File: config.mk
export PLATFORM = sky130hd
export DESIGN_NAME = optical_flow_frame_averager_core
export DESIGN_NICKNAME = d
export VERILOG_FILES = /design/src/rtl/ofa_pkg.sv /design/src/rtl/optical_flow_frame_averager_core.sv /design/src/rtl/ofa_parser.sv /design/src/rtl/ofa_scale_div.sv
export SDC_FILE = /design/constraint.sdc
export NUM_CORES = 2
export LEC_CHECK = 0
export ABC_AREA = 1
export ABC_CLOCK_PERIOD_IN_PS = 5600
export BUFFER_PORTS_ARGS = -buffer_cell sky130_fd_sc_hd__buf_4
export CORE_MARGIN = 2
export CORE_UTILIZATION = 50
export CTS_CLUSTER_SIZE = 20
export DETAILED_ROUTE_END_ITERATION = 7
export GPL_ROUTABILITY_DRIVEN = 0
export GPL_TIMING_DRIVEN = 0
export PLACE_DENSITY = 0.67
export SLEW_MARGIN = 5
export SYNTH_ARGS = -nofsm -noshare
export SYNTH_HDL_FRONTEND = slang
export SYNTH_SLANG_ARGS = --single-unit
File: constraint.sdc
create_clock -name clk -period 5.6 [get_ports clk]
set_input_delay 0.56 -clock clk [delete_from_list [all_inputs] [get_ports clk]]
set_output_delay 0.56 -clock clk [all_outputs]
set_load 0.01 [all_outputs]
File: src/rtl/ofa_pkg.sv
package ofa_pkg;

  // field and datapath widths
  localparam int BYTE_W  = 8;
  localparam int SCALE_W = 11;
  localparam int SUM_W   = 32;
  localparam int FAC_W   = SCALE_W + 1;
  localparam int COUNT_W = 16;
  localparam int DEN_W   = COUNT_W + 10;
  localparam int PROD_W  = SUM_W + FAC_W;
  localparam int FLOW_W  = 17;
  localparam int STEP_W  = 5;
  localparam int CFG_IDX_W = 2;

  // fixed point: gain is (1000 + scale) / 1000
  localparam logic signed [FAC_W-1:0] GAIN_ONE  = 12'sd1000;
  localparam logic [DEN_W-1:0]        DEN_SCALE = 26'd1000;

  // top quotient bit; a hit there means the magnitude is past the flow range
  localparam logic [STEP_W-1:0] STEP_TOP = 5'(FLOW_W);

  // saturation limits of the flow outputs
  localparam logic signed [FLOW_W-1:0] FLOW_MAX = 17'sd65535;
  localparam logic signed [FLOW_W-1:0] FLOW_MIN = -17'sd65536;
  localparam logic [FLOW_W-1:0]        MAG_POS_MAX = 17'd65535;
  localparam logic [FLOW_W-1:0]        MAG_NEG_MAX = 17'd65536;
  localparam logic [COUNT_W-1:0]       COUNT_MAX = 16'hFFFF;

  // register indexes of the configuration port
  localparam logic [CFG_IDX_W-1:0] REG_HEADER  = 2'd0;
  localparam logic [CFG_IDX_W-1:0] REG_FOOTER  = 2'd1;
  localparam logic [CFG_IDX_W-1:0] REG_SCALE_X = 2'd2;
  localparam logic [CFG_IDX_W-1:0] REG_SCALE_Y = 2'd3;

  // register reset values
  localparam logic [BYTE_W-1:0] HEADER_RESET = 8'd254;
  localparam logic [BYTE_W-1:0] FOOTER_RESET = 8'd170;

  // running window totals from the frame parser
  typedef struct packed {
    logic signed [SUM_W-1:0] sum_x;
    logic signed [SUM_W-1:0] sum_y;
    logic [COUNT_W-1:0]      count;
  } acc_t;

  // request to the shared scale and divide unit
  typedef struct packed {
    logic                    start;
    logic signed [SUM_W-1:0] sum;
    logic signed [FAC_W-1:0] factor;
    logic [DEN_W-1:0]        den;
  } div_req_t;

  // reply of the shared scale and divide unit
  typedef struct packed {
    logic                     done;
    logic signed [FLOW_W-1:0] flow;
  } div_rsp_t;

endpackage

File: src/rtl/optical_flow_frame_averager_core.sv
// channel  | direction | handshake              | payload
// ---------+-----------+------------------------+-------------------------------------------
// in       | to core   | in_valid / in_ready    | action, rx_byte
// out      | from core | out_valid / out_ready  | flow_x, flow_y, frames_in_window, no_frames
// cfg      | to core   | cfg_valid / cfg_ready  | cfg_index, cfg_data
//
// byte item: the core stays idle for the next item; window-end item: per axis a load,
// a multiply, trial subtracts from the top quotient bit down (cut short by a hit there)
// and a sign and saturation step, then a handoff to y and a load into the output register;
// an empty window goes straight to that load. The result waits there; bytes are taken
// meanwhile; a later window-end item holds in its last state until the register is free
// synchronous active-high reset; no clearing pass; cfg_ready is always high
module optical_flow_frame_averager_core #(
  parameter int FRAME_LENGTH = 9
) (
  input  logic                                 clk,
  input  logic                                 rst,
  input  logic                                 in_valid,
  output logic                                 in_ready,
  input  logic                                 action,
  input  logic [ofa_pkg::BYTE_W-1:0]           rx_byte,
  output logic                                 out_valid,
  input  logic                                 out_ready,
  output logic signed [ofa_pkg::FLOW_W-1:0]    flow_x,
  output logic signed [ofa_pkg::FLOW_W-1:0]    flow_y,
  output logic [ofa_pkg::COUNT_W-1:0]          frames_in_window,
  output logic                                 no_frames,
  input  logic                                 cfg_valid,
  output logic                                 cfg_ready,
  input  logic [ofa_pkg::CFG_IDX_W-1:0]        cfg_index,
  input  logic [ofa_pkg::SCALE_W-1:0]          cfg_data
);

  localparam logic [1:0] S_IDLE  = 2'd0;
  localparam logic [1:0] S_RUN_X = 2'd1;
  localparam logic [1:0] S_RUN_Y = 2'd2;
  localparam logic [1:0] S_DONE  = 2'd3;

  logic [1:0] state;
  logic [ofa_pkg::BYTE_W-1:0]  header_byte;
  logic [ofa_pkg::BYTE_W-1:0]  footer_byte;
  logic [ofa_pkg::SCALE_W-1:0] scale_x;
  logic [ofa_pkg::SCALE_W-1:0] scale_y;
  logic signed [ofa_pkg::FLOW_W-1:0] res_x;
  logic signed [ofa_pkg::FLOW_W-1:0] res_y;

  ofa_pkg::acc_t     acc;
  ofa_pkg::div_req_t req;
  ofa_pkg::div_rsp_t rsp;

  logic in_fire;
  logic byte_en;
  logic win_fire;
  logic out_free;
  logic finish;
  logic [ofa_pkg::SCALE_W-1:0] scale_sel;

  assign in_ready  = (state == S_IDLE);
  assign cfg_ready = 1'b1;
  assign in_fire   = in_valid && in_ready;
  assign byte_en   = in_fire && !action;
  assign win_fire  = in_fire && action;
  assign out_free  = !out_valid || out_ready;
  assign finish    = (state == S_DONE) && out_free;

  // configuration registers
  always_ff @(posedge clk) begin
    if (rst) begin
      header_byte <= ofa_pkg::HEADER_RESET;
      footer_byte <= ofa_pkg::FOOTER_RESET;
      scale_x     <= '0;
      scale_y     <= '0;
    end else if (cfg_valid && cfg_ready) begin
      unique case (cfg_index)
        ofa_pkg::REG_HEADER:  header_byte <= cfg_data[ofa_pkg::BYTE_W-1:0];
        ofa_pkg::REG_FOOTER:  footer_byte <= cfg_data[ofa_pkg::BYTE_W-1:0];
        ofa_pkg::REG_SCALE_X: scale_x     <= cfg_data;
        ofa_pkg::REG_SCALE_Y: scale_y     <= cfg_data;
        default: begin
        end
      endcase
    end
  end

  // frame collection and window totals
  ofa_parser #(
    .FRAME_LENGTH(FRAME_LENGTH)
  ) u_parser (
    .clk         (clk),
    .rst         (rst),
    .byte_en     (byte_en),
    .rx_byte     (rx_byte),
    .header_byte (header_byte),
    .footer_byte (footer_byte),
    .clear       (finish),
    .acc         (acc)
  );

  // operands of the shared unit: x is started from idle, y after x completes
  assign scale_sel  = (state == S_IDLE) ? scale_x : scale_y;
  assign req.start  = (win_fire && acc.count != '0) || (state == S_RUN_X && rsp.done);
  assign req.sum    = (state == S_IDLE) ? acc.sum_x : acc.sum_y;
  assign req.factor = $signed({scale_sel[ofa_pkg::SCALE_W-1], scale_sel}) + ofa_pkg::GAIN_ONE;
  assign req.den    = ofa_pkg::DEN_W'(acc.count) * ofa_pkg::DEN_SCALE;

  ofa_scale_div u_div (
    .clk (clk),
    .rst (rst),
    .req (req),
    .rsp (rsp)
  );

  // window sequencer
  always_ff @(posedge clk) begin
    if (rst) begin
      state <= S_IDLE;
    end else begin
      unique case (state)
        S_IDLE: begin
          if (win_fire) begin
            state <= (acc.count != '0) ? S_RUN_X : S_DONE;
          end
        end
        S_RUN_X: begin
          if (rsp.done) begin
            state <= S_RUN_Y;
          end
        end
        S_RUN_Y: begin
          if (rsp.done) begin
            state <= S_DONE;
          end
        end
        S_DONE: begin
          if (out_free) begin
            state <= S_IDLE;
          end
        end
        default: begin
          state <= S_IDLE;
        end
      endcase
    end
  end

  // per-axis results
  always_ff @(posedge clk) begin
    if (win_fire && acc.count == '0) begin
      res_x <= '0;
      res_y <= '0;
    end else if (state == S_RUN_X && rsp.done) begin
      res_x <= rsp.flow;
    end else if (state == S_RUN_Y && rsp.done) begin
      res_y <= rsp.flow;
    end
  end

  // output register
  always_ff @(posedge clk) begin
    if (rst) begin
      out_valid <= 1'b0;
    end else if (finish) begin
      out_valid <= 1'b1;
    end else if (out_ready) begin
      out_valid <= 1'b0;
    end
  end

  always_ff @(posedge clk) begin
    if (finish) begin
      flow_x           <= res_x;
      flow_y           <= res_y;
      frames_in_window <= acc.count;
      no_frames        <= (acc.count == '0);
    end
  end

endmodule

File: src/rtl/ofa_parser.sv
module ofa_parser #(
  parameter int FRAME_LENGTH = 9
) (
  input  logic                       clk,
  input  logic                       rst,
  input  logic                       byte_en,
  input  logic [ofa_pkg::BYTE_W-1:0] rx_byte,
  input  logic [ofa_pkg::BYTE_W-1:0] header_byte,
  input  logic [ofa_pkg::BYTE_W-1:0] footer_byte,
  input  logic                       clear,
  output ofa_pkg::acc_t              acc
);

  localparam int FILL_W = $clog2(FRAME_LENGTH);
  localparam logic [FILL_W-1:0] LAST_POS = FILL_W'(FRAME_LENGTH - 1);
  localparam logic [FILL_W-1:0] FILL_ONE = FILL_W'(1);

  logic [ofa_pkg::BYTE_W-1:0] frame_bytes [FRAME_LENGTH];
  logic [FILL_W-1:0]          fill_level;
  logic signed [ofa_pkg::SUM_W-1:0] sum_x;
  logic signed [ofa_pkg::SUM_W-1:0] sum_y;
  logic [ofa_pkg::COUNT_W-1:0]      frame_count;

  logic signed [ofa_pkg::SUM_W-1:0] dx;
  logic signed [ofa_pkg::SUM_W-1:0] dy;
  logic                             frame_ok;

  // little-endian signed flow words of the frame being closed
  assign dx = {{(ofa_pkg::SUM_W - 16){frame_bytes[3][7]}}, frame_bytes[3], frame_bytes[2]};
  assign dy = {{(ofa_pkg::SUM_W - 16){frame_bytes[5][7]}}, frame_bytes[5], frame_bytes[4]};

  // last byte of a frame with a good footer and room in the count
  assign frame_ok = byte_en && (fill_level == LAST_POS) && (rx_byte == footer_byte)
                    && (frame_count != ofa_pkg::COUNT_MAX);

  // frame byte store
  always_ff @(posedge clk) begin
    if (byte_en && (fill_level != '0 || rx_byte == header_byte)) begin
      frame_bytes[fill_level] <= rx_byte;
    end
  end

  // frame position
  always_ff @(posedge clk) begin
    if (rst) begin
      fill_level <= '0;
    end else if (byte_en) begin
      if (fill_level == '0) begin
        if (rx_byte == header_byte) begin
          fill_level <= FILL_ONE;
        end
      end else if (fill_level == LAST_POS) begin
        fill_level <= '0;
      end else begin
        fill_level <= fill_level + FILL_ONE;
      end
    end
  end

  // window totals
  always_ff @(posedge clk) begin
    if (rst || clear) begin
      sum_x       <= '0;
      sum_y       <= '0;
      frame_count <= '0;
    end else if (frame_ok) begin
      sum_x       <= sum_x + dx;
      sum_y       <= sum_y + dy;
      frame_count <= frame_count + 16'd1;
    end
  end

  assign acc.sum_x = sum_x;
  assign acc.sum_y = sum_y;
  assign acc.count = frame_count;

endmodule

File: src/rtl/ofa_scale_div.sv
module ofa_scale_div (
  input  logic              clk,
  input  logic              rst,
  input  ofa_pkg::div_req_t req,
  output ofa_pkg::div_rsp_t rsp
);

  localparam logic [1:0] S_IDLE = 2'd0;
  localparam logic [1:0] S_MUL  = 2'd1;
  localparam logic [1:0] S_DIV  = 2'd2;
  localparam logic [1:0] S_FIN  = 2'd3;

  localparam int PW = ofa_pkg::PROD_W;
  localparam int QW = ofa_pkg::FLOW_W;

  logic [1:0] state;
  logic signed [ofa_pkg::SUM_W-1:0] op_sum;
  logic signed [ofa_pkg::FAC_W-1:0] op_fac;
  logic [ofa_pkg::DEN_W-1:0]        den;
  logic [PW-1:0]                    rem;
  logic [PW-1:0]                    dsh;
  logic [QW-1:0]                    quo;
  logic [ofa_pkg::STEP_W-1:0]       step;
  logic                             neg;
  logic                             big;
  logic                             done;
  logic signed [QW-1:0]             flow;

  logic signed [PW-1:0] prod;
  logic [PW:0]          diff;
  logic                 ge;
  logic signed [QW-1:0] flow_next;

  // scaled numerator and the shared trial subtract
  assign prod = op_sum * op_fac;
  assign diff = {1'b0, rem} - {1'b0, dsh};
  assign ge   = !diff[PW];

  // sign and saturation of the quotient
  always_comb begin
    if (big) begin
      flow_next = neg ? ofa_pkg::FLOW_MIN : ofa_pkg::FLOW_MAX;
    end else if (!neg) begin
      flow_next = (quo > ofa_pkg::MAG_POS_MAX) ? ofa_pkg::FLOW_MAX : $signed(quo);
    end else begin
      flow_next = (quo > ofa_pkg::MAG_NEG_MAX) ? ofa_pkg::FLOW_MIN : $signed(~quo + 17'd1);
    end
  end

  // sequencer
  always_ff @(posedge clk) begin
    if (rst) begin
      state <= S_IDLE;
      done  <= 1'b0;
    end else begin
      done <= 1'b0;
      unique case (state)
        S_IDLE: begin
          if (req.start) begin
            state <= S_MUL;
          end
        end
        S_MUL: begin
          state <= S_DIV;
        end
        S_DIV: begin
          if ((step == ofa_pkg::STEP_TOP && ge) || step == '0) begin
            state <= S_FIN;
          end
        end
        S_FIN: begin
          done  <= 1'b1;
          state <= S_IDLE;
        end
        default: begin
          state <= S_IDLE;
        end
      endcase
    end
  end

  // datapath
  always_ff @(posedge clk) begin
    unique case (state)
      S_IDLE: begin
        if (req.start) begin
          op_sum <= req.sum;
          op_fac <= req.factor;
          den    <= req.den;
        end
      end
      S_MUL: begin
        neg  <= prod[PW-1];
        rem  <= prod[PW-1] ? PW'(-prod) : PW'(prod);
        dsh  <= PW'({den, {QW{1'b0}}});
        step <= ofa_pkg::STEP_TOP;
        quo  <= '0;
        big  <= 1'b0;
      end
      S_DIV: begin
        if (step == ofa_pkg::STEP_TOP) begin
          big <= ge;
        end else begin
          quo <= {quo[QW-2:0], ge};
        end
        if (ge) begin
          rem <= diff[PW-1:0];
        end
        dsh  <= dsh >> 1;
        step <= step - 5'd1;
      end
      S_FIN: begin
        flow <= flow_next;
      end
      default: begin
      end
    endcase
  end

  assign rsp.done = done;
  assign rsp.flow = flow;

endmodule
Word level (Yosys, flattened, before mapping)
Memories as Yosys holds them, arrays and structs flattened.
Index checks and enable logic that the tools add are counted.
{"block": "word_totals", "ff_bits": 409, "latch_bits": 0, "mem_bits_rw": 72, "mem_bits_ro": 0, "inputBits": 27, "elab_cells": 144, "n_memories": 1}
{"block": "op_classes", "add_sub_neg": 9, "multipliers": 2, "n_div": 0, "magnitude_cmp": 2, "eq_ne": 24, "n_shift": 0, "muxes": 33, "n_bitwise": 2, "reduce_logical": 43}
{"memory": "u_parser.frame_bytes", "words": 9, "word_bits": 8, "read_ports": 4, "rd_ports_with_merged_regs": 0, "wr": 1, "line": "ofa_parser.sv:18", "text": "logic [ofa_pkg::BYTE_W-1:0] frame_bytes [FRAME_LENGTH];"}
{"operator": "case mux 44 bit (2 select lines)", "n": 2}
{"operator": "two-way mux 17 bit", "n": 6}
{"operator": "two-way mux 44 bit", "n": 2}
{"operator": "adder 32 x 16 -> 32 bit", "n": 2}
{"operator": "subtractor 44 x 44 -> 45 bit", "n": 1}
{"operator": "multiplier 32 x 12 -> 44 bit", "n": 1}
{"operator": "negator 44 bit", "n": 1}
{"operator": "case mux 17 bit (2 select lines)", "n": 1}
{"operator": "two-way mux 32 bit", "n": 1}
{"operator": "multiplier 16 x 7 -> 23 bit (second input constant)", "n": 1}
{"operator": "AND reduction 2 bit", "n": 11}
{"operator": "adder 17 x 1 -> 17 bit (second input constant)", "n": 1}
{"operator": "greater-than comparator 17 x 16 -> 1 bit (second input constant)", "n": 1}
{"operator": "greater-than comparator 17 bit (second input constant)", "n": 1}
{"operator": "NOT 17 bit", "n": 1}
{"operator": "adder 16 x 1 -> 16 bit (second input constant)", "n": 1}
{"operator": "== test 8 bit", "n": 2}
{"operator": "logical NOT 16 bit", "n": 1}
{"operator": "!= test 16 bit (second input constant)", "n": 1}
{"operator": "case mux 2 bit (4 select lines)", "n": 2}
{"operator": "nonzero test 16 bit", "n": 1}
{"operator": "two-way mux 2 bit", "n": 7}
{"operator": "logical AND 1 bit", "n": 13}
{"operator": "adder 11 x 11 -> 12 bit (second input constant)", "n": 1}
{"operator": "22 further kinds", "n": 53}

Depth between registers and ports, before layout
{"block": "logic_depth", "ltp_word": 7, "ltp_mapped": 37, "ltp_nobuf": 35}

By module
Synthesis repeated with hierarchy kept, for this count alone.
{"block": "unflattened", "cells_unflattened": 5912, "hier_area_um2": 43706.9}
{"mod": "ofa_scale_div", "instances": 1, "cells_per_inst": 3314, "area_each_um2": 25854.8}
{"mod": "ofa_parser", "instances": 1, "cells_per_inst": 1583, "area_each_um2": 9613.0}
{"mod": "optical_flow_frame_averager_core", "instances": 1, "cells_per_inst": 1015, "area_each_um2": 8239.2}

Worst setup path before layout
No wires, ideal clock.
{"block": "synth_timing", "path_kind": "register to register", "startpoint": "register u_div.op_fac[11] in the netlist's numbering", "endpoint": "register u_div.rem[6], data pin", "setup_time_ps": 255, "arrival_time_ps": 5481, "required_ps": 5345, "path_slack_ps": -136, "path_stages_with_launch": 27, "path_buffers": 3, "period_less_slack_ps": 5736, "cell_sequence": "edfxtp_1 inv_1 clkbuf_1 nor2_1 fa_1 fa_1 fa_1 fa_1 inv_1 fa_1 inv_1 ha_1 nand2_2 inv_1 a21oi_4 o21ai_2 a21oi_2 nand2_2 a21oi_2 inv_1 nand2_1 nand2_4 inv_4 buf_8 buf_6 nand3_1 a31o_1"}
{"block": "synth_via", "elab_chain_cells": 3}
{"element": "from (decl)", "line": "ofa_scale_div.sv:18", "text": "logic signed [ofa_pkg::FAC_W-1:0] op_fac;"}
{"element": "from (signal assigned)", "line": "ofa_scale_div.sv:88", "text": "op_fac <= req.factor;"}
{"element": "multiplier 32 x 12 -> 44 bit", "line": "ofa_scale_div.sv:35", "text": "assign prod = op_sum * op_fac;"}
{"element": "net u_div.prod[43]", "line": "ofa_scale_div.sv:29", "text": "logic signed [PW-1:0] prod;"}
{"element": "two-way mux 44 bit", "line": "ofa_scale_div.sv:94", "text": "rem <= prod[PW-1] ? PW'(-prod) : PW'(prod);"}
{"element": "case mux 44 bit (2 select lines)", "line": "ofa_scale_div.sv:84", "text": "unique case (state)"}
{"element": "to (signal assigned)", "line": "ofa_scale_div.sv:94"}
{"element": "to (signal assigned)", "line": "ofa_scale_div.sv:107", "text": "rem <= diff[PW-1:0];"}
{"element": "to (decl)", "line": "ofa_scale_div.sv:20", "text": "logic [PW-1:0] rem;"}
The timed path passes the listed nets, and every way through them passes these cells.
A chain may end at the register's enable or synchronous reset.

Worst setup path in the final report
{"block": "layout_timing", "startpoint": "register u_div.op_sum[10] in the netlist's numbering", "endpoint": "register u_div.rem[33], data pin"}
{"block": "layout_via", "elab_chain_cells": 4}
{"element": "from (decl)", "line": "ofa_scale_div.sv:17", "text": "logic signed [ofa_pkg::SUM_W-1:0] op_sum;"}
{"element": "from (signal assigned)", "line": "ofa_scale_div.sv:87", "text": "op_sum <= req.sum;"}
{"element": "multiplier 32 x 12 -> 44 bit *", "line": "ofa_scale_div.sv:35"}
{"element": "negator 44 bit", "line": "ofa_scale_div.sv:94"}
{"element": "two-way mux 44 bit *", "line": "ofa_scale_div.sv:94"}
{"element": "case mux 44 bit (2 select lines) *", "line": "ofa_scale_div.sv:84"}
Every way passes the cells marked *; elsewhere a longest branch is shown, timed or not.

==> impl_metrics.env <==
export IMPL_skew_ns=0.0756
export IMPL_ys_ff_latch=440
export IMPL_grt_pass1_vias=34200
export IMPL_antenna_left=0
export IMPL_setup_viol=44
export IMPL_critical_path_max_stage_delay_ns=0.58
export IMPL_slowest_stage="edfxtp_1"
export IMPL_crit_cells=33
export IMPL_antenna_found_initial=2
export IMPL_syn2layout_area_growth_pct=16.9
export IMPL_cts_clk_slew_worst_paths_ns=0.06
export IMPL_synth_top_cell_area_share=0.202
export IMPL_portBuffers=78
export IMPL_powerDensity_mw_per_mm2=232
export IMPL_violations="DRC, setup timing"
export IMPL_cp_end_kind="flip-flop"
export IMPL_dpl_instance_area_mm2=0.0433
export IMPL_initial_core_util=0.504
export IMPL_cts_max_level=2
export IMPL_ff2ff_path_depth=33
export IMPL_drcViolationCount=6
export IMPL_finalCriticalPeriod_ns=6.24
export IMPL_ios=81
export IMPL_track_usage=0.269
export IMPL_grt_overflow=0
export IMPL_cp_max_fo=5
export IMPL_period_share=1.11
export IMPL_cp_data_required_time_ns=5.97
export IMPL_rsz0062_at_grt="true"
export IMPL_cts_root_buf="clkbuf_16"
export IMPL_wire_per_inst_um=17.2
export IMPL_worstSetupPathType="flip-flop to flip-flop"
export IMPL_cts_buffer_depth=3
export IMPL_synth_area_mm2=0.0412
export IMPL_status="complete, but fails checks"
export IMPL_synth_distinct_cells=65
export IMPL_clock_latency_ns=0.65
export IMPL_cts_buffers=51
export IMPL_syn_avg_cell_area_um2=7.86
export IMPL_synthCells=5246
export IMPL_num_rows=105
export IMPL_n_fill_cell=7306
export IMPL_drive_gt1_frac=0.139
export IMPL_die_x_um=291
export IMPL_clock_sinks=440
export IMPL_fin_area_mm2=0.0482
export IMPL_drt_initial_drc_count=2993
export IMPL_dieArea_mm2=0.0848
export IMPL_yosysWarningCount=0
export IMPL_drtPass1Iterations=8
export IMPL_tns_ns=-22.93
export IMPL_drt_total_wl_um=114000
export IMPL_maxCapViolations=0
export IMPL_yosysSeqAreaShare=0.281
export IMPL_drv_slew=0
export IMPL_dpl_cell_count=6398
export IMPL_synth_top_area_cell="edfxtp_1"
export IMPL_fmax_mhz=160
export IMPL_hold_violations=0
export IMPL_fin_cells=6620
export IMPL_syn_nets=5944
export IMPL_antenna_cells=0
export IMPL_max_slew_margin=0.156
export IMPL_dp_hpwl_um=88000
export IMPL_synthTopCellsByArea="edfxtp_1, fa_1, nand2_1"
export IMPL_vias=35000
export IMPL_crit_path_start_kind="flip-flop"
export IMPL_worstMarginPinSlew_ns=1.25
export IMPL_holdPathStages=3
export IMPL_synth_async_reset_ratio=0
export IMPL_min_delay_path_class="primary input to flip-flop"
export IMPL_cts_tree="built"
export IMPL_grt_max_degree=43
export IMPL_grt_pass1_wl_um=182000
export IMPL_worstPathArrival_ns=6.60
export IMPL_cpMostUsedCell="nand2_4"
export IMPL_core_mm2=0.0818
export IMPL_synth_edf_count=278
export IMPL_leakage_nw=24.1
export IMPL_vdd_drop_max_v=0.000340
export IMPL_die_y_um=291
export IMPL_ys_flop_type="edfxtp_1"
export IMPL_via_per_inst=5.29
export IMPL_crit_buf_inv=9
export IMPL_path_delay_family="adder cells"
export IMPL_final_nets=6205
export IMPL_layout_setup_ws_ns=-0.636
## layout make-up
type	count	area, µm²	share of cell area
plain buffers	144	1060	0.0221
inverters	1164	4380	0.0909
repair buffers	211	1850	0.0384
multi-input cells	3495	26100	0.541
clock buffers	78	1570	0.0326
flip-flops and latches	440	11600	0.240
well taps	1070	1340	0.0278
clock inverters	18	307	0.00636
## what timing repair did
action / 4_1_cts / 5_1_grt
hold buffers: 0 / 0
pin swaps: 135 / 60
setup buffers: 100 / 24
resized for setup: 425 / 176
setup endpoints to repair: 44 / 44
cloned: 4 / 3
## per-stage QoR
step           hold slack (ns)  total power, mW  utilization  setup slack (ns)
2_1_floorplan            0.409             6.33            -           -0.0111
3_3_place_gp             0.416             7.25        0.528             -1.56
3_5_place_dp             0.414             7.32        0.529             -1.60
4_1_cts                  0.148             11.1        0.580            -0.433
5_1_grt                  0.195             11.8        0.589            -0.872
6_report                 0.183             11.2        0.589            -0.636
## power breakdown
part / leakage [nW] / total [mW] / internal, mW / switching [mW]
Combinational: 19.4 / 3.48 / 1.12 / 2.36
Clock: 0.910 / 3.61 / 2.19 / 1.43
Sequential: 3.83 / 4.07 / 3.90 / 0.168
Total: 24.1 / 11.2 / 7.21 / 3.96
## path summary, 6_finish.rpt
| check | startpoint | to | slack, ns |
|---|---|---|---|
| max reg2reg | u_div.op_sum[10] | u_div.rem[33] | -0.64 |
| max | u_div.op_sum[10] | u_div.rem[33] | -0.64 |
| min reg2reg | res_x[12] | flow_x[12] | 0.43 |
| min | cfg_data[5] | header_byte[5] | 0.18 |
## flip-flops by register name, summed over array words and instances (netlist names), 2 cells and up
register	count
header_byte	8
scale_x	11
u_div.quo	17
res_y	17
u_parser.frame_count	16
u_div.dsh	43
footer_byte	8
u_parser.fill_level	4
u_parser.frame_bytes	32
u_parser.sum_y	32
u_div.rem	44
u_div.op_sum	32
flow_x	17
res_x	17
scale_y	11
frames_in_window	16
flow_y	17
u_parser.sum_x	32
u_div.step	5
state	2
u_div.state	2
u_div.flow	17
u_div.den	23
u_div.op_fac	12
## worst reg2reg max path, delay by kind of cell, from the launching register on
| family | cells | cell delay (ns) |
|---|---|---|
| adder cells (fa/ha/maj) | 6 | 2.90 |
| buffers and inverters | 9 | 0.80 |
| flip-flops | 1 | 0.58 |
| AND/OR/NAND/NOR | 18 | 1.69 |
## synth_stat cells (all sizes together) (46+ instances only)
| master | instances |
|---|---|
| clkbuf | 130 |
| nand3 | 189 |
| nor3 | 46 |
| a21oi | 291 |
| xor2 | 82 |
| ha | 276 |
| o21ai | 365 |
| dfxtp | 162 |
| xnor2 | 47 |
| nor2 | 342 |
| edfxtp | 278 |
| fa | 395 |
| inv | 1162 |
| nand2 | 1259 |
## cell usage in the layout (no fill, tap or decap), types with 72 or more instances in the layout
cell type  synthesis  final
a21oi_1          287    272
buf_4              3    181
dfxtp_1          162    162
edfxtp_1         278    278
fa_1             395    366
ha_1             276    248
inv_1           1154   1122
nand2_1         1227   1137
nand2_2           30     95
nand3_1          183    164
nor2_1           323    282
o21ai_0          314    288
xor2_1            82     72
## metal layers
metal / track usage / vias up / part of all wire
li1: - / 16900 / -
met2: 0.430 / 1173 / 0.45
met4: 0.0762 / 0 / 0.029
met1: 0.381 / 16800 / 0.44
met3: 0.0398 / 203 / 0.076
met5: 0 / - / 0
## logic make-up (layout without fill, tap and decap cells)
| kind of cell | after synthesis | count (layout) | share of synthesized area |
|---|---|---|---|
| AO/OA/AOI/OAI | 778 | 778 | 0.103 |
| XOR/XNOR | 129 | 129 | 0.0274 |
| adder cells (fa/ha/maj) | 671 | 671 | 0.275 |
| buffers and inverters | 1311 | 1615 | 0.121 |
| flip-flops | 440 | 440 | 0.281 |
| other | 1 | 1 | 0.0000909 |
| AND/OR/NAND/NOR | 1916 | 1916 | 0.193 |
Note: power is estimated with default switching activity, not from simulation.
